==> src/rtl/core/assert_macros.svh <==
// Assertion macros used by the descrambler datapath.
`ifndef ASSERT_MACROS_SVH
`define ASSERT_MACROS_SVH

// Same-cycle implication, checked on every rising edge outside reset.
`define ASSERT_SAME(label, clk, rst, ante, cons, msg) \
  label: assert property (@(posedge clk) disable iff (rst) (ante) |-> (cons)) \
    else $error(msg);

// Next-cycle implication, checked on every rising edge outside reset.
`define ASSERT_NEXT(label, clk, rst, ante, cons, msg) \
  label: assert property (@(posedge clk) disable iff (rst) (ante) |=> (cons)) \
    else $error(msg);

`endif

==> src/rtl/core/fxd_pkg.sv <==
// Types and constants of the feedback XOR block descrambler.
package fxd_pkg;

  localparam int unsigned KEY_COUNT       = 7;
  localparam int unsigned WORDS_PER_ROUND = 8;
  localparam int unsigned SLOT_W          = $clog2(WORDS_PER_ROUND);
  localparam int unsigned MIX_KEY_A       = 2;
  localparam int unsigned MIX_KEY_B       = 4;
  localparam logic [31:0] SHIFT_BASE      = 32'h0000_005a;
  localparam logic [SLOT_W-1:0] LAST_SLOT = SLOT_W'(WORDS_PER_ROUND - 1);

  localparam logic [31:0] INIT_KEY_RESET [KEY_COUNT] = '{
    32'd173185410, 32'd3733782861, 32'd4277543931, 32'd634790577,
    32'd203830975, 32'd3447766296, 32'd1672219801
  };
  localparam logic [31:0] SEED_RESET = 32'd3011917571;

  typedef enum logic [2:0] {
    CFG_KEY1 = 3'd0,
    CFG_KEY2 = 3'd1,
    CFG_KEY3 = 3'd2,
    CFG_KEY4 = 3'd3,
    CFG_KEY5 = 3'd4,
    CFG_KEY6 = 3'd5,
    CFG_KEY7 = 3'd6,
    CFG_SEED = 3'd7
  } cfg_index_t;

  typedef struct packed {
    logic [31:0] data_word;
    logic [4:0]  key_shift;
  } in_t;

  typedef struct packed {
    logic [31:0] plain_word;
    logic        block_end;
  } out_t;

  typedef struct packed {
    logic [KEY_COUNT-1:0][31:0] init_key;
    logic [31:0]                feedback_seed;
  } cfg_regs_t;

endpackage

==> src/rtl/core/fxd_cfg.sv <==
// Configuration register file: seven initial key words and the feedback seed.
module fxd_cfg
  import fxd_pkg::*;
(
  input  logic       clk,
  input  logic       rst,
  input  logic       wr_en,
  input  cfg_index_t wr_index,
  input  logic [31:0] wr_data,
  output cfg_regs_t  regs
);

  always_ff @(posedge clk) begin
    if (rst) begin
      for (int k = 0; k < KEY_COUNT; k++) begin
        regs.init_key[k] <= INIT_KEY_RESET[k];
      end
      regs.feedback_seed <= SEED_RESET;
    end else if (wr_en) begin
      case (wr_index)
        CFG_SEED: begin
          regs.feedback_seed <= wr_data;
        end
        default: begin
          regs.init_key[wr_index] <= wr_data;
        end
      endcase
    end
  end

endmodule

==> src/rtl/core/fxd_datapath.sv <==
// Key state, word position and the XOR datapath for one word per cycle while advance is high.
`include "assert_macros.svh"

module fxd_datapath
  import fxd_pkg::*;
#(
  parameter int unsigned ROUNDS = 16
) (
  input  logic      clk,
  input  logic      rst,
  input  logic      advance,
  input  in_t       item,
  input  cfg_regs_t regs,
  output out_t      result
);

  localparam int unsigned BLOCK_LEN = ROUNDS * WORDS_PER_ROUND;
  localparam int unsigned POS_W     = $clog2(BLOCK_LEN);
  localparam logic [POS_W-1:0] LAST_POS = POS_W'(BLOCK_LEN - 1);

  logic [POS_W-1:0]                 pos;
  logic [KEY_COUNT-1:0][31:0]       key_words;
  logic [KEY_COUNT-1:0][31:0]       cur_keys;
  logic [WORDS_PER_ROUND-1:0][31:0] word_keys;
  logic [31:0]                      shift_term;
  logic [SLOT_W-1:0]                slot;
  logic                             block_start;

  assign slot        = pos[SLOT_W-1:0];
  assign block_start = (pos == '0);
  assign shift_term  = SHIFT_BASE << item.key_shift;

  // On a block's first word the keys come from config, XORed with SHIFT_BASE shifted by key_shift.
  always_comb begin
    for (int k = 0; k < KEY_COUNT; k++) begin
      cur_keys[k]  = block_start ? (regs.init_key[k] ^ shift_term) : key_words[k];
      word_keys[k] = cur_keys[k];
    end
    word_keys[LAST_SLOT] = cur_keys[MIX_KEY_A] ^ cur_keys[MIX_KEY_B];
  end

  assign result.plain_word = item.data_word ^ word_keys[slot];
  assign result.block_end  = (pos == LAST_POS);

  always_ff @(posedge clk) begin
    if (rst) begin
      pos <= '0;
    end else if (advance) begin
      pos <= (pos == LAST_POS) ? '0 : pos + 1'b1;
    end
  end

  // Round end: shift keys down, feed the last output XOR the feedback seed back in at the top.
  always_ff @(posedge clk) begin
    if (advance) begin
      if (slot == LAST_SLOT) begin
        for (int k = 0; k < KEY_COUNT - 1; k++) begin
          key_words[k] <= cur_keys[k+1];
        end
        key_words[KEY_COUNT-1] <= result.plain_word ^ regs.feedback_seed;
      end else begin
        key_words <= cur_keys;
      end
    end
  end

  `ASSERT_NEXT(a_pos_wrap, clk, rst, advance && pos == LAST_POS, pos == '0,
               "position did not wrap at block end")
  `ASSERT_NEXT(a_pos_hold, clk, rst, !advance, $stable(pos),
               "position moved without a beat")
  `ASSERT_NEXT(a_feedback, clk, rst, advance && slot == LAST_SLOT,
               key_words[KEY_COUNT-1] == $past(result.plain_word ^ regs.feedback_seed),
               "feedback key word wrong after round end")
  `ASSERT_NEXT(a_block_load, clk, rst, advance && block_start,
               key_words[0] == $past(regs.init_key[0] ^ shift_term),
               "key word not loaded at block start")

endmodule

==> src/rtl/core/feedback_xor_block_descrambler_core.sv <==
// Top level of the feedback XOR block descrambler: input and output registers.
//
// Usage:
//  - in_valid/in_ready/in_data carry one scrambled 32-bit word per beat plus
//    key_shift, which is used only on the first word of each block.
//  - out_valid/out_ready/out_data carry one descrambled word per beat, with
//    block_end set on word ROUNDS*8-1 of every block.
//  - cfg_valid/cfg_ready/cfg_index/cfg_data write the seven initial key words
//    (index 0..6) and the feedback seed (index 7); cfg_ready is always high.
//    Write only while no word is in flight.
// Path: an input beat is captured in the input register, then in the output
// register, which drives out_valid; throughput is one word per cycle while out_ready
// keeps the output register free, set by the key update loop in the datapath.
// Reset (rst, synchronous) empties both registers, restores the config
// defaults and puts the word position at the start of a block.
// When out_ready is low a full output register holds its word, and the input
// register takes one more beat only if it is empty before in_ready drops.
module feedback_xor_block_descrambler_core
  import fxd_pkg::*;
#(
  parameter int unsigned ROUNDS = 16
) (
  input  logic        clk,
  input  logic        rst,
  input  logic        in_valid,
  output logic        in_ready,
  input  in_t         in_data,
  output logic        out_valid,
  input  logic        out_ready,
  output out_t        out_data,
  input  logic        cfg_valid,
  output logic        cfg_ready,
  input  cfg_index_t  cfg_index,
  input  logic [31:0] cfg_data
);

  logic      in_buf_valid;
  in_t       in_buf;
  logic      out_buf_valid;
  out_t      out_buf;
  out_t      result;
  cfg_regs_t regs;
  logic      advance;

  assign advance   = in_buf_valid && (!out_buf_valid || out_ready);
  assign in_ready  = !in_buf_valid || advance;
  assign cfg_ready = 1'b1;
  assign out_valid = out_buf_valid;
  assign out_data  = out_buf;

  fxd_cfg u_cfg (
    .clk      (clk),
    .rst      (rst),
    .wr_en    (cfg_valid && cfg_ready),
    .wr_index (cfg_index),
    .wr_data  (cfg_data),
    .regs     (regs)
  );

  fxd_datapath #(
    .ROUNDS (ROUNDS)
  ) u_datapath (
    .clk     (clk),
    .rst     (rst),
    .advance (advance),
    .item    (in_buf),
    .regs    (regs),
    .result  (result)
  );

  always_ff @(posedge clk) begin
    if (rst) begin
      in_buf_valid <= 1'b0;
    end else if (in_ready) begin
      in_buf_valid <= in_valid;
    end
  end

  always_ff @(posedge clk) begin
    if (in_valid && in_ready) begin
      in_buf <= in_data;
    end
  end

  always_ff @(posedge clk) begin
    if (rst) begin
      out_buf_valid <= 1'b0;
    end else if (advance) begin
      out_buf_valid <= 1'b1;
    end else if (out_ready) begin
      out_buf_valid <= 1'b0;
    end
  end

  always_ff @(posedge clk) begin
    if (advance) begin
      out_buf <= result;
    end
  end

endmodule

==> config.mk <==
export PLATFORM = sky130hd
export DESIGN_NAME = feedback_xor_block_descrambler_core
export DESIGN_NICKNAME = d
export VERILOG_FILES = /design/src/rtl/core/fxd_pkg.sv /design/src/rtl/core/fxd_cfg.sv /design/src/rtl/core/fxd_datapath.sv /design/src/rtl/core/feedback_xor_block_descrambler_core.sv
export VERILOG_INCLUDE_DIRS = /design/src /design/src/rtl/core
export SDC_FILE = /design/constraint.sdc
export NUM_CORES = 1
export LEC_CHECK = 0
export ABC_CLOCK_PERIOD_IN_PS = 8750
export BUFFER_PORTS_ARGS = -buffer_cell sky130_fd_sc_hd__buf_4
export CORE_MARGIN = 5
export CORE_UTILIZATION = 45
export DETAILED_ROUTE_END_ITERATION = 6
export MAX_ROUTING_LAYER = met4
export PLACE_DENSITY = 0.68
export SYNTH_ARGS = -nofsm -noshare
export SYNTH_HDL_FRONTEND = slang
export SYNTH_SLANG_ARGS = --single-unit
==> constraint.sdc <==
create_clock -name clk -period 8.75 [get_ports clk]
set_input_delay 0.875 -clock clk [delete_from_list [all_inputs] [get_ports clk]]
set_output_delay 0.875 -clock clk [all_outputs]
set_load 0.02 [all_outputs]
==> out/qor.yml, run 1 <==
setup_path:
  critPathKind: "reg -> reg"
  reg2reg_slack_ns: 3.34
  startpoint_type: "register"
  cp_max_fo: 146
  worstSetupEndpointType: "register"
  arrival_ns: 5.76
  critPathRequiredTime_ns: 9.10
sta:
  setup_slack_ns: 3.34
  fin_crit_ns: 5.41
  setup_viol: 0
  achievable-frequency_mhz: 185
  worstMarginPinSlew_ns: 1.26
  setup-tns-final_ns: 0
  fin_crit_sh: 0.618
  fin_worst_skew_ns: 0.0216
  whs_ns: 0.408
  maxSlewViolCount: 0
  hold_violations: 0
  rsz0062_at_grt: "no"
  relSlewSlack: 0.155
cts:
  cts_tree: "built"
  cts-buffers-inserted: 61
  path_clk_slew_ns: 0.06
  postCtsSetupRepairBufs: 0
  htreeDepth: 2
  worstSkewPairLatency_ns: 0.64
  ctsResizeCount: 0
  cts_root_buf: "clkbuf_16"
  postCtsHoldBufs: 0
  cts_buffer_depth: 3
  clock-sinks: 559
route:
  topRoutingLayerUsed: "met4"
  wirelength_met1_um: 38200
  drc: 0
  met2_length_um: 40900
  dr.pass1.iters: 5
  wl_um: 90800
  vias: 23132
  wl_met3_um: 8820
  drtIter0Drc: 2290
  viasPerCell: 5.80
  wl_per_cell_um: 22.8
  detail-route-antenna-nets: 0
grt:
  first_global_vias: 21988
  antenna_found_initial: 1
  grt_usage: 0.254
  overflow: 0
  grt_start_max_net_pins: 167
  grt_pass1_wl_um: 136000
floorplanning:
  die-width_um: 267
  initial_utilization: 0.454
  fp-row-count: 94
  die_y_um: 267
  io_pins: 113
  die_area_um2: 71500
  coreArea_um2: 65700
placed_design:
  numPortBuffers: 111
  dpl_cell_area_um2: 31000
  pre_cts_slack_ns: 3.41
  dp_hpwl_um: 50600
  place.gp.congestion: 0.834
final_layout:
  area.growth.synth_to_final_pct: 10.7
  final_cell_mix: "nand2_1 (686), edfxtp_1 (294), dfxtp_1 (262), a21oi_1 (248), mux2i_1 (237)"
  drive_gt1_frac: 0.107
  nFillCells: 6025
  mostFrequentLayoutCell: "nand2_1"
  final_area_um2: 33000
  nets: 3158
synthesis:
  syn_area_per_cell_um2: 9.60
  syn_nets: 3193
  synth_cells: 3105
  synth_edf_count: 294
  syn_area_um2: 29800
  synth_seq_area_share: 0.474
  ys.warnings.count: 0
  ys.flop_type: "edfxtp_1"
  synth_cell_types: 98
  synth_seq_cells: 559
  async_reset_ff_frac: 0
min_path:
  hold_path.class: "in -> reg"
pwr:
  p_leak_nw: 12.6
  power.density_nw_per_um2: 199
  irDropWorstVdd_mv: 0.156
flow_run:
  maxCapViolations: 0
run_status:
  status: "complete, no violations"
-- state kept, by name (all words and copies together) (netlist names) --
| name | flops |
|---|---|
| in_buf | 37 |
| in_buf_valid | 1 |
| out_data | 33 |
| out_valid | 1 |
| u_cfg.regs | 256 |
| u_datapath.key_words | 224 |
| u_datapath.pos | 7 |
-- per-stage QoR --
stage               power, W  cells   util
floorplan            0.00376   3105      -
global placement     0.00400   3871  0.472
detailed placement   0.00402   3871  0.472
CTS                  0.00659   3987  0.502
global route         0.00682   3988  0.502
finish               0.00656   3988  0.502
-- routing by layer --
layer  up-vias  global-route usage
met5         -                   -
met4         0              0.0718
met3       183              0.0534
met2      1042               0.390
met1     11151               0.343
li1      10756                   -
-- cells in the mapped netlist (10+ instances only) --
cell	instances	area share
xnor2_1	182	0.053
nor3_1	16	0.0027
ha_1	11	0.0046
clkbuf_2	32	0.0054
dfxtp_1	265	0.18
or3_1	10	0.0021
mux2_2	10	0.0038
and3_1	11	0.0023
and2_1	10	0.0021
buf_6	11	0.0042
buf_2	34	0.0057
o21a_1	13	0.0033
o211ai_1	23	0.0058
a21o_1	14	0.0035
a21oi_1	248	0.042
xor2_1	132	0.039
o22ai_1	18	0.0038
o21ai_1	13	0.0022
edfxtp_1	294	0.30
mux2i_1	237	0.080
nor2b_1	12	0.0025
nand2_1	687	0.086
nand4_1	12	0.0025
clkbuf_1	156	0.020
a211o_1	14	0.0041
nand3b_1	127	0.032
nand3_1	16	0.0027
nand2b_1	13	0.0027
a211oi_1	19	0.0048
nor2_1	132	0.017
o21ai_0	129	0.022
a31oi_1	25	0.0052
-- worst paths after layout --
check | startpoint | end | cells after the start
hold reg to reg | u_cfg.regs[77] | u_cfg.regs[77] | 2
setup reg to reg | u_datapath.pos[1] | u_datapath.key_words[223] | 12
setup / recovery | u_datapath.pos[1] | u_datapath.key_words[223] | 12
hold / removal | in_data[36] | in_buf[36] | 1
-- cells by family after synthesis --
logic type / after synthesis / share of synthesized area
buffers and inverters: 268 / 0.0427
XOR/XNOR: 324 / 0.0983
multiplexers: 253 / 0.0879
adder cells (fa/ha/maj): 11 / 0.00462
AO/OA/AOI/OAI: 602 / 0.123
flip-flops: 559 / 0.474
other: 1 / 0.000126
AND/OR/NAND/NOR: 1087 / 0.169
-- worst max-delay path: stages (launching register included) --
cell	delay, ns
dfxtp_2	0.33
clkinv_1	0.66
ha_1	0.51
nor2b_1	0.27
nand2_8	0.68
buf_4	0.52
buf_4	0.58
a21oi_1	0.23
a221o_1	0.39
a222oi_1	0.33
xor2_1	0.25
xnor2_1	0.15
mux2i_1	0.09
-- final cells by class --
class	instances	area [um2]	area share
Multi-Input combinational cell	2278	14500	0.440
Sequential cell	559	14100	0.428
Clock buffer	100	1860	0.0562
Inverter	14	65.1	0.00197
Clock inverter	16	139	0.00421
Antenna cell	1	2.50	0.0000758
Timing Repair Buffer	156	1200	0.0364
Tap cell	864	1080	0.0328
-- where the power goes --
part / leakage, nW / total [W] / internal, W / switching (W)
logic: 6.72 / 0.000973 / 0.000370 / 0.000604
clock network: 0.972 / 0.00259 / 0.00150 / 0.00109
registers: 4.88 / 0.00300 / 0.00293 / 0.0000699
Note: power is estimated with default switching activity, not from simulation.
==> run 2, diff against run 1 <==
--- a/config.mk
+++ b/config.mk
@@ -6,13 +6,13 @@
 export SDC_FILE = /design/constraint.sdc
 export NUM_CORES = 1
 export LEC_CHECK = 0
-export ABC_CLOCK_PERIOD_IN_PS = 8750
+export ABC_CLOCK_PERIOD_IN_PS = 5500
 export BUFFER_PORTS_ARGS = -buffer_cell sky130_fd_sc_hd__buf_4
 export CORE_MARGIN = 5
 export CORE_UTILIZATION = 45
 export DETAILED_ROUTE_END_ITERATION = 6
 export MAX_ROUTING_LAYER = met4
-export PLACE_DENSITY = 0.68
+export PLACE_DENSITY = 0.66
 export SYNTH_ARGS = -nofsm -noshare
 export SYNTH_HDL_FRONTEND = slang
 export SYNTH_SLANG_ARGS = --single-unit
==> constraint.sdc (replaced) <==
create_clock -name clk -period 5.5 [get_ports clk]
set_input_delay 0.55 -clock clk [delete_from_list [all_inputs] [get_ports clk]]
set_output_delay 0.55 -clock clk [all_outputs]
set_load 0.02 [all_outputs]
==> run 2 against run 1 <==
  * The flow now finishes with violations (DRC)
  * Sequential power is 59% higher
  * Fmax is 29% higher
  * Register-to-register slack worse by 2.0 ns
  * Total power is 58% higher
  * Critical path type unchanged
==> out/qor.yml, run 2 (synthesized netlist as in run 1, its figures left out) <==
run_status:
  status: "finished, violations left"
  failed_checks: "DRC"
sta:
  setup_slack_ns: 1.31
  fin_worst_skew_ns: 0.0172
  relSlewSlack: 0.208
  achievable-frequency_mhz: 239
  hold_violations: 0
  maxSlewViolCount: 0
  fin_crit_ns: 4.19
  setup-tns-final_ns: 0
  worstMarginPinSlew_ns: 1.18
  setup_viol: 0
  fin_crit_sh: 0.762
  rsz0062_at_grt: "no"
final_layout:
  final_area_um2: 33000
  fin_util: 0.503
  stdcell_count: 3997
  drive_gt1_frac: 0.107
  final_cell_mix: "nand2_1 (687), edfxtp_1 (294), dfxtp_1 (262), a21oi_1 (248), mux2i_1 (237)"
  area.growth.synth_to_final_pct: 10.8
  largestRegisters: "u_cfg.regs: 256 flops, u_datapath.key_words: 224 flops, in_buf: 37 flops"
  mostFrequentLayoutCell: "nand2_1"
  nets: 3170
  largest_reg_flops: 256
  max_flop_register: "u_cfg.regs"
pwr:
  power_frac_seq: 0.462
  irDropWorstVdd_mv: 0.243
  switching_share: 0.271
  power_frac_comb: 0.152
  p_sw_w: 0.00280
  power.share.clock: 0.386
  power.density_nw_per_um2: 313
  intPower_w: 0.00754
  p_leak_nw: 12.6
placed_design:
  place_inst: 3883
  pre_cts_slack_ns: 1.42
  dp_hpwl_um: 54100
  numPortBuffers: 111
  dpl_cell_area_um2: 31100
  place.gp.congestion: 0.864
route:
  detail-route-antenna-nets: 0
  wl_um: 94300
  wl_per_cell_um: 23.6
  wirelength_met1_um: 38600
  wl_met3_um: 9200
  drtIter0Drc: 2532
  dr.pass1.iters: 7
  topRoutingLayerUsed: "met4"
  drc: 7
  vias: 23617
  viasPerCell: 5.91
  met2_length_um: 42900
cts:
  cts_root_buf: "clkbuf_16"
  cts-buffers-inserted: 61
  path_clk_slew_ns: 0.06
  worstSkewPairLatency_ns: 0.63
  htreeDepth: 2
  ctsResizeCount: 0
  clock-sinks: 559
  postCtsSetupRepairBufs: 0
  cts_buffer_depth: 3
  postCtsHoldBufs: 0
  cts_tree: "built"
setup_path:
  crit_start: "in_buf[2]"
  startpoint_type: "register"
  worstSetupEndpointType: "register"
  cp_max_fo: 28
  critPathRequiredTime_ns: 5.84
  critPathKind: "reg -> reg"
  arrival_ns: 4.53
  r2r_start: "in_buf[2]"
floorplanning:
  die_y_um: 267
  io_pins: 113
  coreArea_um2: 65700
  initial_utilization: 0.454
  fp-row-count: 94
  die-width_um: 267
  die_area_um2: 71500
grt:
  antenna_found_initial: 4
  grt_pass1_wl_um: 141000
  grt_start_max_net_pins: 149
  overflow: 0
  grt_usage: 0.263
  first_global_vias: 23276
flow_run:
  maxCapViolations: 0
min_path:
  hold_path.class: "in -> reg"
  hp-start: "in_data[14]"
==> run 2: cell count changes in the layout (fill, tap and decap cells not counted), sizes merged <==
cell	change
diode	+1
clkbuf	+3
buf	+12
clkinv	-2
clkinvlp	-2
inv	-1
bufinv	-2
==> run 2: area by class of cell <==
type,count,area (um2)
Tap cell,864,1080
Inverter,14,70.1
Fill cell,5919,32700
Clock inverter,9,45.0
Timing Repair Buffer,168,1330
Multi-Input combinational cell,2278,14500
Clock buffer,103,1870
Sequential cell,559,14100
Antenna cell,2,5.00
==> run 2: power by group through the flow <==
| stage | Combinational (W) | Sequential (W) | Clock (W) |
|---|---|---|---|
| floorplan | 0.00111 | 0.00486 | 0 |
| global placement | 0.00151 | 0.00486 | 0 |
| detailed placement | 0.00155 | 0.00486 | 0 |
| CTS | 0.00156 | 0.00478 | 0.00404 |
| global route | 0.00171 | 0.00479 | 0.00421 |
| finish | 0.00157 | 0.00478 | 0.00399 |
==> run 2: path summary, 6_finish.rpt <==
path / endpoint / slack, ns / cells after the start
hold / removal: in_buf[14] / 0.1 / 1
setup / recovery: u_datapath.key_words[206] / 1.31 / 10
setup reg to reg: u_datapath.key_words[206] / 1.31 / 10
hold reg to reg: u_cfg.regs[149] / 0.47 / 2
==> run 2: worst max-delay path, stage by stage (launching register included) <==
cell	delay (ns)
edfxtp_1	1.04
nor2b_1	0.69
nor3b_1	0.19
buf_4	0.23
xnor2_1	0.21
o21ai_0	0.11
mux4_2	0.49
a211oi_1	0.43
xnor2_1	0.21
xnor2_1	0.18
mux2i_1	0.11
==> run 2: per-layer routing <==
metal  global-route usage  vias up
met3               0.0571      217
met2                0.415     1135
li1                     -    10774
met5                    -        -
met1                0.340    11491
met4               0.0869        0
==> run 2: per-stage QoR <==
stage | total power, W | hold slack (ns)
detailed placement | 0.00641 | 0.457
finish | 0.0103 | 0.0961
CTS | 0.0104 | 0.0711
floorplan | 0.00598 | 0.436
global placement | 0.00637 | 0.444
global route | 0.0107 | 0.0659
